==> src/rtl/obf_pkg.sv <==
// Shared types and constants for the occupancy bitmap allocator.
// Used by obf_ctrl, obf_dp and occupancy_bitmap_first_free; no dependencies.
`default_nettype none

package obf_pkg;

    localparam int OP_W       = 2;
    localparam int IDX_W      = 10;
    localparam int CAP_W      = 11;
    localparam int IN_DATA_W  = 16;
    localparam int OUT_DATA_W = 16;

    localparam int DEF_MAX_BITS  = 1024;
    localparam int DEF_WORD_BITS = 64;

    localparam logic [CAP_W-1:0] CAP_RESET = 11'd1024;

    typedef enum logic [OP_W-1:0] {
        OP_MARK_USED = 2'd0,
        OP_MARK_FREE = 2'd1,
        OP_TEST      = 2'd2,
        OP_FIND      = 2'd3
    } t_op;

    // controller -> datapath
    typedef struct packed {
        logic load;   // capture request beat
        logic div;    // compute the word index of the start index
        logic rd;     // first word read, word base and bit offset
        logic modify; // read-modify-write or test
        logic scan;   // one word of the find scan
        logic emit;   // move result into the output register
    } t_cmd;

    // datapath -> controller
    typedef struct packed {
        logic is_find;
        logic scan_done;
        logic out_space;
    } t_stat;

endpackage

`default_nettype wire

==> src/rtl/occupancy_bitmap_first_free.sv <==
// Occupancy bitmap with first-free search: top level.
// Joins obf_ctrl and obf_dp; uses obf_pkg for widths and structs.
//
// Requests arrive on the s_axis channel, one beat per request (op, index);
// every request gives exactly one result beat on m_axis (used, found,
// free_index). Capacity is written through i_cfg_we / i_cfg_wdata; the user
// must do so only while the block is idle, which the block itself does not
// enforce. Writes take effect at the next accepted request. Mark and test
// step through accept, index split, word read, modify or test and output
// load. Find steps through accept, index split and word read, then scans one
// bitmap word per cycle, 1 to MAX_BITS/WORD_BITS words (16 at the defaults),
// through the single read port of the bitmap memory, then loads the output.
// The result is held in an output register; while the receiver stalls
// the next request is accepted and processed, and only its result load
// waits for the output register to drain.
// Reset clears the capacity to 1024 and marks every block free at once
// through per-word valid bits; no clearing pass is needed.
`default_nettype none

module occupancy_bitmap_first_free
    import obf_pkg::*;
#(
    parameter int MAX_BITS  = DEF_MAX_BITS,
    parameter int WORD_BITS = DEF_WORD_BITS
) (
    input  wire                   i_clk,
    input  wire                   i_rst_n,
    input  wire                   s_axis_tvalid,
    output logic                  s_axis_tready,
    input  wire [IN_DATA_W-1:0]   s_axis_tdata,   // [1:0] op, [11:2] index
    output logic                  m_axis_tvalid,
    input  wire                   m_axis_tready,
    output logic [OUT_DATA_W-1:0] m_axis_tdata,   // [0] used, [1] found, [11:2] free_index
    input  wire                   i_cfg_we,
    input  wire [CAP_W-1:0]       i_cfg_wdata
);

    t_cmd             cmd;
    t_stat            stat;
    logic             used;
    logic             found;
    logic [IDX_W-1:0] free_index;

    obf_ctrl u_ctrl (
        .i_clk       (i_clk),
        .i_rst_n     (i_rst_n),
        .i_in_tvalid (s_axis_tvalid),
        .o_in_tready (s_axis_tready),
        .i_stat      (stat),
        .o_cmd       (cmd)
    );

    obf_dp #(
        .MAX_BITS  (MAX_BITS),
        .WORD_BITS (WORD_BITS)
    ) u_dp (
        .i_clk        (i_clk),
        .i_rst_n      (i_rst_n),
        .i_cmd        (cmd),
        .o_stat       (stat),
        .i_in_op      (s_axis_tdata[OP_W-1:0]),
        .i_in_index   (s_axis_tdata[OP_W+IDX_W-1:OP_W]),
        .i_cfg_we     (i_cfg_we),
        .i_cfg_wdata  (i_cfg_wdata),
        .i_out_tready (m_axis_tready),
        .o_out_tvalid (m_axis_tvalid),
        .o_used       (used),
        .o_found      (found),
        .o_free_index (free_index)
    );

    assign m_axis_tdata = {{(OUT_DATA_W-IDX_W-2){1'b0}}, free_index, found, used};

endmodule

`default_nettype wire

==> src/rtl/obf_ctrl.sv <==
// Sequencer for the occupancy bitmap allocator.
// Depends on obf_pkg for the command and status structs.
`default_nettype none

module obf_ctrl
    import obf_pkg::*;
(
    input  wire   i_clk,
    input  wire   i_rst_n,
    input  wire   i_in_tvalid,
    output logic  o_in_tready,
    input  t_stat i_stat,
    output t_cmd  o_cmd
);

    typedef enum logic [5:0] {
        S_IDLE   = 6'b000001,
        S_DIV    = 6'b000010,
        S_RD     = 6'b000100,
        S_MODIFY = 6'b001000,
        S_SCAN   = 6'b010000,
        S_EMIT   = 6'b100000
    } t_state;

    t_state r_state, n_state;

    assign o_in_tready = (r_state == S_IDLE);

    always_comb begin
        n_state = r_state;
        o_cmd   = '0;
        case (r_state)
            S_IDLE: begin
                if (i_in_tvalid) begin
                    o_cmd.load = 1'b1;
                    n_state    = S_DIV;
                end
            end
            S_DIV: begin
                o_cmd.div = 1'b1;
                n_state   = S_RD;
            end
            S_RD: begin
                o_cmd.rd = 1'b1;
                n_state  = i_stat.is_find ? S_SCAN : S_MODIFY;
            end
            S_MODIFY: begin
                o_cmd.modify = 1'b1;
                n_state      = S_EMIT;
            end
            S_SCAN: begin
                o_cmd.scan = 1'b1;
                if (i_stat.scan_done) begin
                    n_state = S_EMIT;
                end
            end
            S_EMIT: begin
                // hold until the output register can take the beat
                if (i_stat.out_space) begin
                    o_cmd.emit = 1'b1;
                    n_state    = S_IDLE;
                end
            end
            default: begin
                n_state = S_IDLE;
            end
        endcase
    end

    always_ff @(posedge i_clk) begin
        if (!i_rst_n) begin
            r_state <= S_IDLE;
        end else begin
            r_state <= n_state;
        end
    end

endmodule

`default_nettype wire

==> src/rtl/obf_dp.sv <==
// Datapath of the occupancy bitmap allocator: capacity register, bitmap
// memory with per-word valid bits, find scan and output register. Uses obf_pkg.
`default_nettype none

module obf_dp
    import obf_pkg::*;
#(
    parameter int MAX_BITS  = DEF_MAX_BITS,
    parameter int WORD_BITS = DEF_WORD_BITS
) (
    input  wire               i_clk,
    input  wire               i_rst_n,
    input  t_cmd              i_cmd,
    output t_stat             o_stat,
    input  wire [OP_W-1:0]    i_in_op,
    input  wire [IDX_W-1:0]   i_in_index,
    input  wire               i_cfg_we,
    input  wire [CAP_W-1:0]   i_cfg_wdata,
    input  wire               i_out_tready,
    output logic              o_out_tvalid,
    output logic              o_used,
    output logic              o_found,
    output logic [IDX_W-1:0]  o_free_index
);

    localparam int NUM_WORDS   = (MAX_BITS + WORD_BITS - 1) / WORD_BITS;
    // only indices below 2**IDX_W can ever be marked
    localparam int IDX_WORDS   = ((1 << IDX_W) + WORD_BITS - 1) / WORD_BITS;
    localparam int STORE_WORDS = (NUM_WORDS < IDX_WORDS) ? NUM_WORDS : IDX_WORDS;
    localparam int MA_W        = (STORE_WORDS > 1) ? $clog2(STORE_WORDS) : 1;
    localparam int OFF_W       = $clog2(WORD_BITS);
    localparam int POS_W       = CAP_W + 1;
    localparam int WC_W        = POS_W - OFF_W + 1;
    localparam int RECIP_SH    = 18;
    localparam int RECIP       = ((1 << RECIP_SH) + WORD_BITS - 1) / WORD_BITS;
    localparam int PROD_W      = IDX_W + RECIP_SH + 1;

    t_op                   r_op;
    logic [IDX_W-1:0]      r_s;
    logic [CAP_W-1:0]      r_cap;
    logic [CAP_W-1:0]      r_effcap;
    logic [WC_W-1:0]       r_q;
    logic [WC_W-1:0]       r_raddr;
    logic [POS_W-1:0]      r_base;
    logic [OFF_W-1:0]      r_off;
    logic                  r_first;
    logic [WORD_BITS-1:0]  r_mem [STORE_WORDS];
    logic [STORE_WORDS-1:0] r_vld;
    logic [WORD_BITS-1:0]  r_rdata;
    logic                  r_rvld;
    logic                  r_res_used;
    logic                  r_res_found;
    logic [IDX_W-1:0]      r_res_idx;
    logic                  r_out_valid;
    logic                  r_out_used;
    logic                  r_out_found;
    logic [IDX_W-1:0]      r_out_idx;

    logic [PROD_W-1:0]     prod;
    logic [POS_W-1:0]      base_q;
    logic [POS_W-1:0]      s_ext;
    logic [WC_W-1:0]       rd_addr;
    logic                  addr_ok;
    logic [WORD_BITS-1:0]  rword;
    logic [WORD_BITS-1:0]  wdata;
    logic [WORD_BITS-1:0]  free_bits;
    logic signed [POS_W:0] lim;
    logic [OFF_W-1:0]      pos;
    logic                  any_free;
    logic [POS_W-1:0]      next_base;
    logic                  last_word;
    logic                  is_mark;
    logic                  in_cap;

    // exact quotient for every start index: ceil reciprocal, wide shift
    assign prod   = PROD_W'(r_s) * PROD_W'(RECIP);
    assign base_q = POS_W'(r_q * WORD_BITS);
    assign s_ext  = POS_W'(r_s);

    assign rd_addr = i_cmd.scan ? r_raddr : r_q;
    assign addr_ok = (32'(rd_addr) < STORE_WORDS);
    assign rword   = r_rvld ? r_rdata : '0;

    assign is_mark = (r_op == OP_MARK_USED) || (r_op == OP_MARK_FREE);
    assign in_cap  = ({1'b0, r_s} < r_effcap);

    always_comb begin
        wdata        = rword;
        wdata[r_off] = (r_op == OP_MARK_USED);
    end

    // lim = capacity - word base: bit j of this word is in range when j < lim
    assign lim = $signed({2'b00, r_effcap}) - $signed({1'b0, r_base});

    always_comb begin
        for (int j = 0; j < WORD_BITS; j++) begin
            free_bits[j] = !rword[j]
                        && ($signed((POS_W+1)'(j)) < lim)
                        && !(r_first && (OFF_W'(j) < r_off));
        end
    end

    always_comb begin
        pos = '0;
        for (int j = WORD_BITS - 1; j >= 0; j--) begin
            if (free_bits[j]) begin
                pos = OFF_W'(j);
            end
        end
    end

    assign any_free  = |free_bits;
    assign next_base = r_base + POS_W'(WORD_BITS);
    assign last_word = ({1'b0, r_effcap} <= next_base);

    assign o_stat.is_find   = (r_op == OP_FIND);
    assign o_stat.scan_done = any_free || last_word;
    assign o_stat.out_space = !r_out_valid || i_out_tready;

    // request, scan and result registers
    always_ff @(posedge i_clk) begin
        if (i_cmd.load) begin
            r_op        <= t_op'(i_in_op);
            r_s         <= i_in_index;
            r_res_used  <= 1'b0;
            r_res_found <= 1'b0;
            r_res_idx   <= '0;
            if (32'(r_cap) > MAX_BITS) begin
                r_effcap <= CAP_W'(MAX_BITS);
            end else begin
                r_effcap <= r_cap;
            end
        end
        if (i_cmd.div) begin
            r_q <= WC_W'(prod >> RECIP_SH);
        end
        if (i_cmd.rd) begin
            r_base  <= base_q;
            r_off   <= OFF_W'(s_ext - base_q);
            r_raddr <= r_q + WC_W'(1);
            r_first <= 1'b1;
        end
        if (i_cmd.modify && (r_op == OP_TEST)) begin
            r_res_used <= !in_cap || rword[r_off];
        end
        if (i_cmd.scan) begin
            r_raddr <= r_raddr + WC_W'(1);
            r_base  <= next_base;
            r_first <= 1'b0;
            if (any_free) begin
                r_res_found <= 1'b1;
                r_res_idx   <= IDX_W'(r_base + POS_W'(pos));
            end
        end
        if (i_cmd.emit) begin
            r_out_used  <= r_res_used;
            r_out_found <= r_res_found;
            r_out_idx   <= r_res_idx;
        end
    end

    // bitmap memory, one registered read per cycle
    always_ff @(posedge i_clk) begin
        if (i_cmd.modify && is_mark && in_cap) begin
            r_mem[r_q[MA_W-1:0]] <= wdata;
        end
        r_rdata <= r_mem[rd_addr[MA_W-1:0]];
    end

    always_ff @(posedge i_clk) begin
        if (!i_rst_n) begin
            r_vld       <= '0;
            r_rvld      <= 1'b0;
            r_cap       <= CAP_RESET;
            r_out_valid <= 1'b0;
        end else begin
            r_rvld <= addr_ok && r_vld[rd_addr[MA_W-1:0]];
            if (i_cmd.modify && is_mark && in_cap) begin
                r_vld[r_q[MA_W-1:0]] <= 1'b1;
            end
            if (i_cfg_we) begin
                r_cap <= i_cfg_wdata;
            end
            if (i_cmd.emit) begin
                r_out_valid <= 1'b1;
            end else if (i_out_tready) begin
                r_out_valid <= 1'b0;
            end
        end
    end

    assign o_out_tvalid = r_out_valid;
    assign o_used       = r_out_used;
    assign o_found      = r_out_found;
    assign o_free_index = r_out_idx;

endmodule

`default_nettype wire

==> config.mk <==
export PLATFORM = sky130hd
export DESIGN_NAME = occupancy_bitmap_first_free
export DESIGN_NICKNAME = d
export VERILOG_FILES = /design/src/rtl/obf_pkg.sv /design/src/rtl/occupancy_bitmap_first_free.sv /design/src/rtl/obf_ctrl.sv /design/src/rtl/obf_dp.sv
export SDC_FILE = /design/constraint.sdc
export NUM_CORES = 2
export LEC_CHECK = 0
export BUFFER_PORTS_ARGS = -buffer_cell sky130_fd_sc_hd__buf_2
export CORE_MARGIN = 3
export CORE_UTILIZATION = 40
export DETAILED_ROUTE_END_ITERATION = 10
export GPL_TIMING_DRIVEN = 0
export HOLD_SLACK_MARGIN = 0.12
export SYNTH_ARGS = -nofsm -noshare
export SYNTH_HDL_FRONTEND = slang
export SYNTH_SLANG_ARGS = --single-unit
==> constraint.sdc <==
create_clock -name i_clk -period 5 [get_ports i_clk]
set_input_delay 0.25 -clock i_clk [delete_from_list [all_inputs] [get_ports i_clk]]
set_output_delay 0.25 -clock i_clk [all_outputs]
set_load 0.01 [all_outputs]
# --- Yosys cells after proc, flatten, opt, wreduce, memory -nomap -nowiden ---
# Memory sizes are Yosys's and may differ from the RTL's. A register that Yosys moved wholly into a read port is not among the register bits.
# Cells that the tools add are included.
# W data, S select, Z words.
word_totals:
  register_bits: 112
  mem_bits_rw: 1024
  inputBits: 32
  mem_count: 1
classes:
  add_sub_neg: 6
  order_cmp: 137
  eq_ne: 12
  mux: 104
  n_bitwise: 1
  n_reduce_logical: 338
memory_table:
  columns: ["name", "depth", "word_bits", "read_ports", "rd_clocked_by_memory_dff", "wr", "line_no", "rtl"]
  rows:
  - ["u_dp.r_mem", 16, 64, 1, 1, 1, "obf_dp.sv:47", "logic [WORD_BITS-1:0] r_mem [STORE_WORDS];"]
ops:
  columns: ["op", "n"]
  rows:
  - ["$lt A7 B13 Y1 const A", 32]
  - ["$mux W6", 67]
  - ["$lt A6 B13 Y1 const A", 16]
  - ["$logic_and A1 B1 Y1", 198]
  - ["$lt A6 B6 Y1 const A", 32]
  - ["$logic_not A1 Y1", 130]
  - ["$lt A5 B13 Y1 const A", 8]
  - ["$lt A5 B6 Y1 const A", 16]
  - ["$bwmux W64", 1]
  - ["$mux W64", 1]
  - ["$reduce_or A64 Y1", 1]
  - ["$lt A4 B13 Y1 const A", 4]
  - ["$lt A4 B6 Y1 const A", 8]
  - ["$pmux W6 S6", 1]
  - ["$mux W10", 3]
  - ["$lt A3 B13 Y1 const A", 2]
  - ["$lt A3 B6 Y1 const A", 4]
  - ["$mux W12", 2]
  - ["$mux W1", 21]
  - ["$mux W7", 3]
  - ["$or A16 B16 Y16", 1]
  - ["$lt A1 B13 Y1 const A", 1]
  - ["$lt A2 B13 Y1 const A", 1]
  - ["$sub A11 B12 Y13", 1]
  - ["33 further kinds", 44]

# --- Longest topological paths before layout ---
depth:
  ltp_word: 71
  ltp_mapped: 18
  depth_no_buf: 14

# --- Modules after synthesis ---
# From an unflattened synthesis, not the netlist that was laid out.
unflattened:
  hier_cells: 3036
  area_unflattened_um2: 50013.0
modules_own_cells:
  columns: ["module", "n_inst", "cells_per_inst", "area_each_um2"]
  rows:
  - ["obf_dp", 1, 2988, 49593.8]
  - ["obf_ctrl", 1, 41, 370.4]
  - ["occupancy_bitmap_first_free", 1, 7, 48.8]

# --- Worst setup path after synthesis ---
# No wires, ideal clock.
synth_path:
  path_kind: "register -> register"
  start: "reg u_dp.r_effcap[1]"
  end: "mem u_dp.r_mem[0][0] (netlist name) (enable)"
  setup_ns: 0.429
  t_arrival_ns: 4.208
  t_required_ns: 4.571
  path_slack_ns: 0.363
  stages_incl_launch_ff: 13
  period_less_slack_ns: 4.637
  cell_sequence: "edfxtp_1 clkbuf_1 inv_1 ha_1 a21o_1 a21o_1 a21o_1 a21o_1 a21oi_1 o21ai_0 a211oi_1 nor3b_1 and2_1"
synth_between:
  elab_chain_len: 4
synth_rtl:
  columns: ["element", "line_no", "rtl"]
  rows:
  - ["from (decl)", "obf_dp.sv:41", "logic [CAP_W-1:0] r_effcap;"]
  - ["from (signal assigned)", "obf_dp.sv:129", "r_effcap <= CAP_W'(MAX_BITS);"]
  - ["from (signal assigned)", "obf_dp.sv:131", "r_effcap <= r_cap;"]
  - ["$lt A10 B11 Y1", "obf_dp.sv:85", "assign in_cap = ({1'b0, r_s} < r_effcap);"]
  - ["$logic_and A1 B1 Y1", "obf_dp.sv:164", "if (i_cmd.modify && is_mark && in_cap) begin"]
  - ["$mux W1", "obf_dp.sv:164", null]
  - ["$mux W1 (not written as such)", "obf_dp.sv:165", "r_mem[r_q[MA_W-1:0]] <= wdata;"]
  - ["to (decl)", "obf_dp.sv:47", null]
# Every way passes these cells.

# --- Worst setup path in the final report ---
layout_path:
  start: "reg u_dp.r_base[6]"
  end: "reg u_ctrl.r_state[0]"
layout_between:
  elab_chain_len: 8
layout_rtl:
  columns: ["element", "line_no", "rtl"]
  rows:
  - ["from (decl)", "obf_dp.sv:44", "logic [POS_W-1:0] r_base;"]
  - ["from (signal assigned)", "obf_dp.sv:138", "r_base <= base_q;"]
  - ["from (signal assigned)", "obf_dp.sv:148", "r_base <= next_base;"]
  - ["$sub A11 B12 Y13", "obf_dp.sv:93", "assign lim = $signed({2'b00, r_effcap}) - $signed({1'b0, r_base});"]
  - ["$lt A1 B13 Y1, or another cell as far along", "obf_dp.sv:98", "&& ($signed((POS_W+1)'(j)) < lim)"]
  - ["$logic_and A1 B1 Y1", "obf_dp.sv:98", null]
  - ["$logic_and A1 B1 Y1", "obf_dp.sv:99", "&& !(r_first && (OFF_W'(j) < r_off));"]
  - ["$reduce_or A64 Y1", "obf_dp.sv:112", "assign any_free = |free_bits;"]
  - ["$logic_or A1 B1 Y1 (*)", "obf_dp.sv:117", "assign o_stat.scan_done = any_free || last_word;"]
  - ["$ne A2 B2 Y1 (no line) (*)", null, null]
  - ["$reduce_and A3 Y1 (no line) (*)", null, null]
  - ["to (signal assigned)", "obf_ctrl.sv:74", "r_state <= n_state;"]
  - ["to (decl)", "obf_ctrl.sv:25", "t_state r_state, n_state;"]
# Mark *: on every way between the ends. The rest lies on a longest branch, timed or not.
# A chain may end at the register's enable or synchronous reset.

==> flow_summary.yaml <==
logic_synthesis:
  synthArstFlopShare: 0
  synth.yosys.seq_area_share: 0.684
  synth_top_cell_by_area: "edfxtp_1"
  postSynthAreaPerCell_um2: 14.1
  synth_cell_types: 92
  synth_top_area_frac: 0.640
  synth_seq_cells: 1194
  yosys_warnings: 0
  synth_edf_count: 1083
  synthFlopType: "edfxtp_1"
  syn_inst: 3595
  synth.cell_area_um2: 50800
  synth.area.top_cells: "edfxtp_1 (64%), mux2i_1 (5.9%), dfxtp_1 (4.4%), nand2_1 (3.2%), a211oi_1 (3.1%)"
drt:
  wl_per_cell_um: 30.0
  drtIter0Drc: 3886
  wl_mm: 168
  viasPerCell: 5.91
  drt_pre_antenna_iters: 8
  vias: 33100
  antenna_left: 0
  drc: 0
critical_path:
  r2r_end: "u_ctrl.r_state[0]"
  path_cells: "ha_1 > inv_1 > fa_1 > a21oi_1 > o22ai_2 > buf_2 > buf_2 > nand2_1 > o31ai_2 > o211ai_1 > nor3_1 > nand4b_2 > nor4_4 > nor3_1 > a311o_1"
  rr_startpoint: "u_dp.r_base[6]"
  r2r_slack_ps: 40
  slowest_stage: "o22ai_2"
  critPathLaunch: "u_dp.r_base[6]"
  worst_path_largest_cell_delay_ps: 610
  r2r_cells: 15
  crit_fanout: 10
  start_kind: "flip-flop"
  critPathKind: "reg -> reg"
  arrival_ps: 5540
  worst_ep_required_time_ps: 5580
  worstSetupEndpointType: "flip-flop"
min_path:
  min_path_type: "in -> reg"
  min-delay-start: "i_rst_n"
  hold_depth: 3
  min_to: "u_dp.r_cap[1]"
finish:
  fin_area_um2: 58400
  syn_to_final_growth_pct: 15.0
  drive_above_1_share: 0.120
  layout_common_cells: "edfxtp_1 (1083), nand2_1 (430), mux2i_1 (284)"
  stdcell_count: 5608
  ff_latch_area_um2: 34700
  fillers: 11000
  fin_nets: 3919
  multi_input_comb_area_um2: 15300
  final_common_cell: "edfxtp_1"
global_route:
  antenna_found_initial: 3
  grt_usage: 0.248
  grt_pass1_vias: 31700
  grt_max_degree: 45
  grt_pass1_wl_mm: 235
  gr-total-overflow: 0
floorplan:
  die_area_um2: 131000
  coreArea_um2: 126000
  pin_count: 50
  rows: 130
  start_util: 0.403
  die_h_um: 362
  die_x_um: 362
run:
  max_cap_viol_count: 1
power_and_ir_drop:
  total_power_mw: 20.6
  power.density_nw_per_um2: 353
  leakagePower_nw: 19.7
  ir_drop_v: 0.000264
placed_design:
  dp_hpwl_mm: 113
  port_buffers: 40
  placed_cell_area_um2: 54000
  placedCellCount: 5341
  gp_congestion: 1.02
timing:
  skew_ps: 33.0
  finalSetupViolCount: 0
  post-route-min-period_ps: 4960
  setup_tns_ps: 0
  fmax_mhz: 202
  finalHoldViolCount: 0
  tightest_slew_ps: 1500
  hold_ws_ps: 215
  slew_headroom: -0.00190
  drv_slew: 10
  min_period_over_period: 0.992
  rsz0062_at_grt: "yes"
clocking:
  path_clk_slew_ps: 60
  cts_root_buf: "clkbuf_16"
  cts.htree.levels: 3
  cts_tree: "built"
  clock_latency_ps: 720
  cts_num_sinks: 1194
  clockBufferDepth: 3
  cts_buffers: 118
outcome:
  status: "finished, violations left"
  violations: "max-capacitance violations, max-slew violations"
==> metrics by stage <==
step	utilization	setup WS, ps
after floorplan	-	363
after global placement	0.422	-3260
after detailed placement	0.429	-797
after CTS	0.462	11.8
after global routing	0.464	-2.87
final	0.464	40.6
==> worst max-delay path, delay by kind of cell (launching register included) <==
kind / cells / cell delay (ps)
compound gates: 5 / 1580
fa+ha+maj: 2 / 500
buf+inv: 3 / 910
flops: 1 / 480
simple gates: 5 / 1370
==> worst max path at each step <==
stage / endpoint / slack (ps) / depth (start not counted)
after global placement: u_dp.r_mem[1][17] / -3260 / 10
after detailed placement: u_ctrl.r_state[0] / -800 / 15
after floorplan: u_dp.r_mem[0][0] / 360 / 12
after global routing: u_dp.r_res_idx[8] / -3 / 17
final: u_ctrl.r_state[0] / 40 / 15
after CTS: u_dp.r_rdata[9] / 10 / 11
==> power by group <==
part / switching [mW] / leakage, nW / internal [mW] / total, mW
logic: 0.755 / 7.02 / 0.320 / 1.08
clock network: 3.68 / 1.84 / 4.91 / 8.59
registers: 0.0862 / 10.9 / 10.9 / 11.0
total: 4.52 / 19.7 / 16.1 / 20.6
==> Yosys cell counts, drive strengths merged, types with 64 or more instances <==
cell    count
dfxtp     111
nand2     431
a311oi     71
mux4       64
o21ai     118
and2      156
nand3      76
nor2       71
a211oi    212
mux2i     298
a21oi     136
clkbuf    205
a31oi      78
edfxtp   1083
==> registers in the layout, indices dropped and copies added, names as in the netlist, 2 cells and up <==
name	count
u_ctrl.r_state	6
u_dp.o_free_index	10
u_dp.r_base	6
u_dp.r_cap	11
u_dp.r_effcap	11
u_dp.r_mem	1024
u_dp.r_off	6
u_dp.r_op	2
u_dp.r_q	4
u_dp.r_raddr	7
u_dp.r_rdata	64
u_dp.r_res_idx	10
u_dp.r_s	10
u_dp.r_vld	16
==> logic make-up (layout without fill, tap and decap cells) <==
family	count (synthesis)	after routing	share of synthesized area
buffers and inverters	297	644	0.0233
AOI/OAI and AO/OA	805	805	0.110
DFF	1194	1194	0.684
and+or+nand+nor	894	906	0.0860
xor gates and xnor gates	12	12	0.00207
adders and majority gates	26	26	0.00655
other	1	5	0.0000738
muxes	366	366	0.0880
==> area by class of cell <==
type | instances | share of cell area
multi-input combinational | 2119 | 0.261
antenna | 1 | 0.0000428
clock inverter | 50 | 0.00784
inverter | 29 | 0.00186
tap | 1650 | 0.0353
buffer | 267 | 0.0189
timing repair buffer | 132 | 0.0233
sequential | 1194 | 0.595
clock buffer | 166 | 0.0566
==> per-layer routing <==
metal  GRT usage  part of all wire  routed length [um]  up-vias
li1            -                 -                   -    14600
met1       0.352              0.43               72300    16800
met2       0.382              0.44               74800     1518
met3      0.0345             0.074               12400      305
met4       0.109             0.052                8720        2
met5           0          0.000077                  13        -
==> timing repair <==
| item | in CTS | in global routing |
|---|---|---|
| gates cloned | 5 | 7 |
| endpoints found under the hold margin | 30 | 0 |
| pin swaps | 5 | 4 |
| hold buffers | 26 | 0 |
| resized for setup | 15 | 23 |
| buffers inserted | 8 | 0 |
| endpoints found under the setup margin | 812 | 621 |
Power figures use the tool's default switching activity.
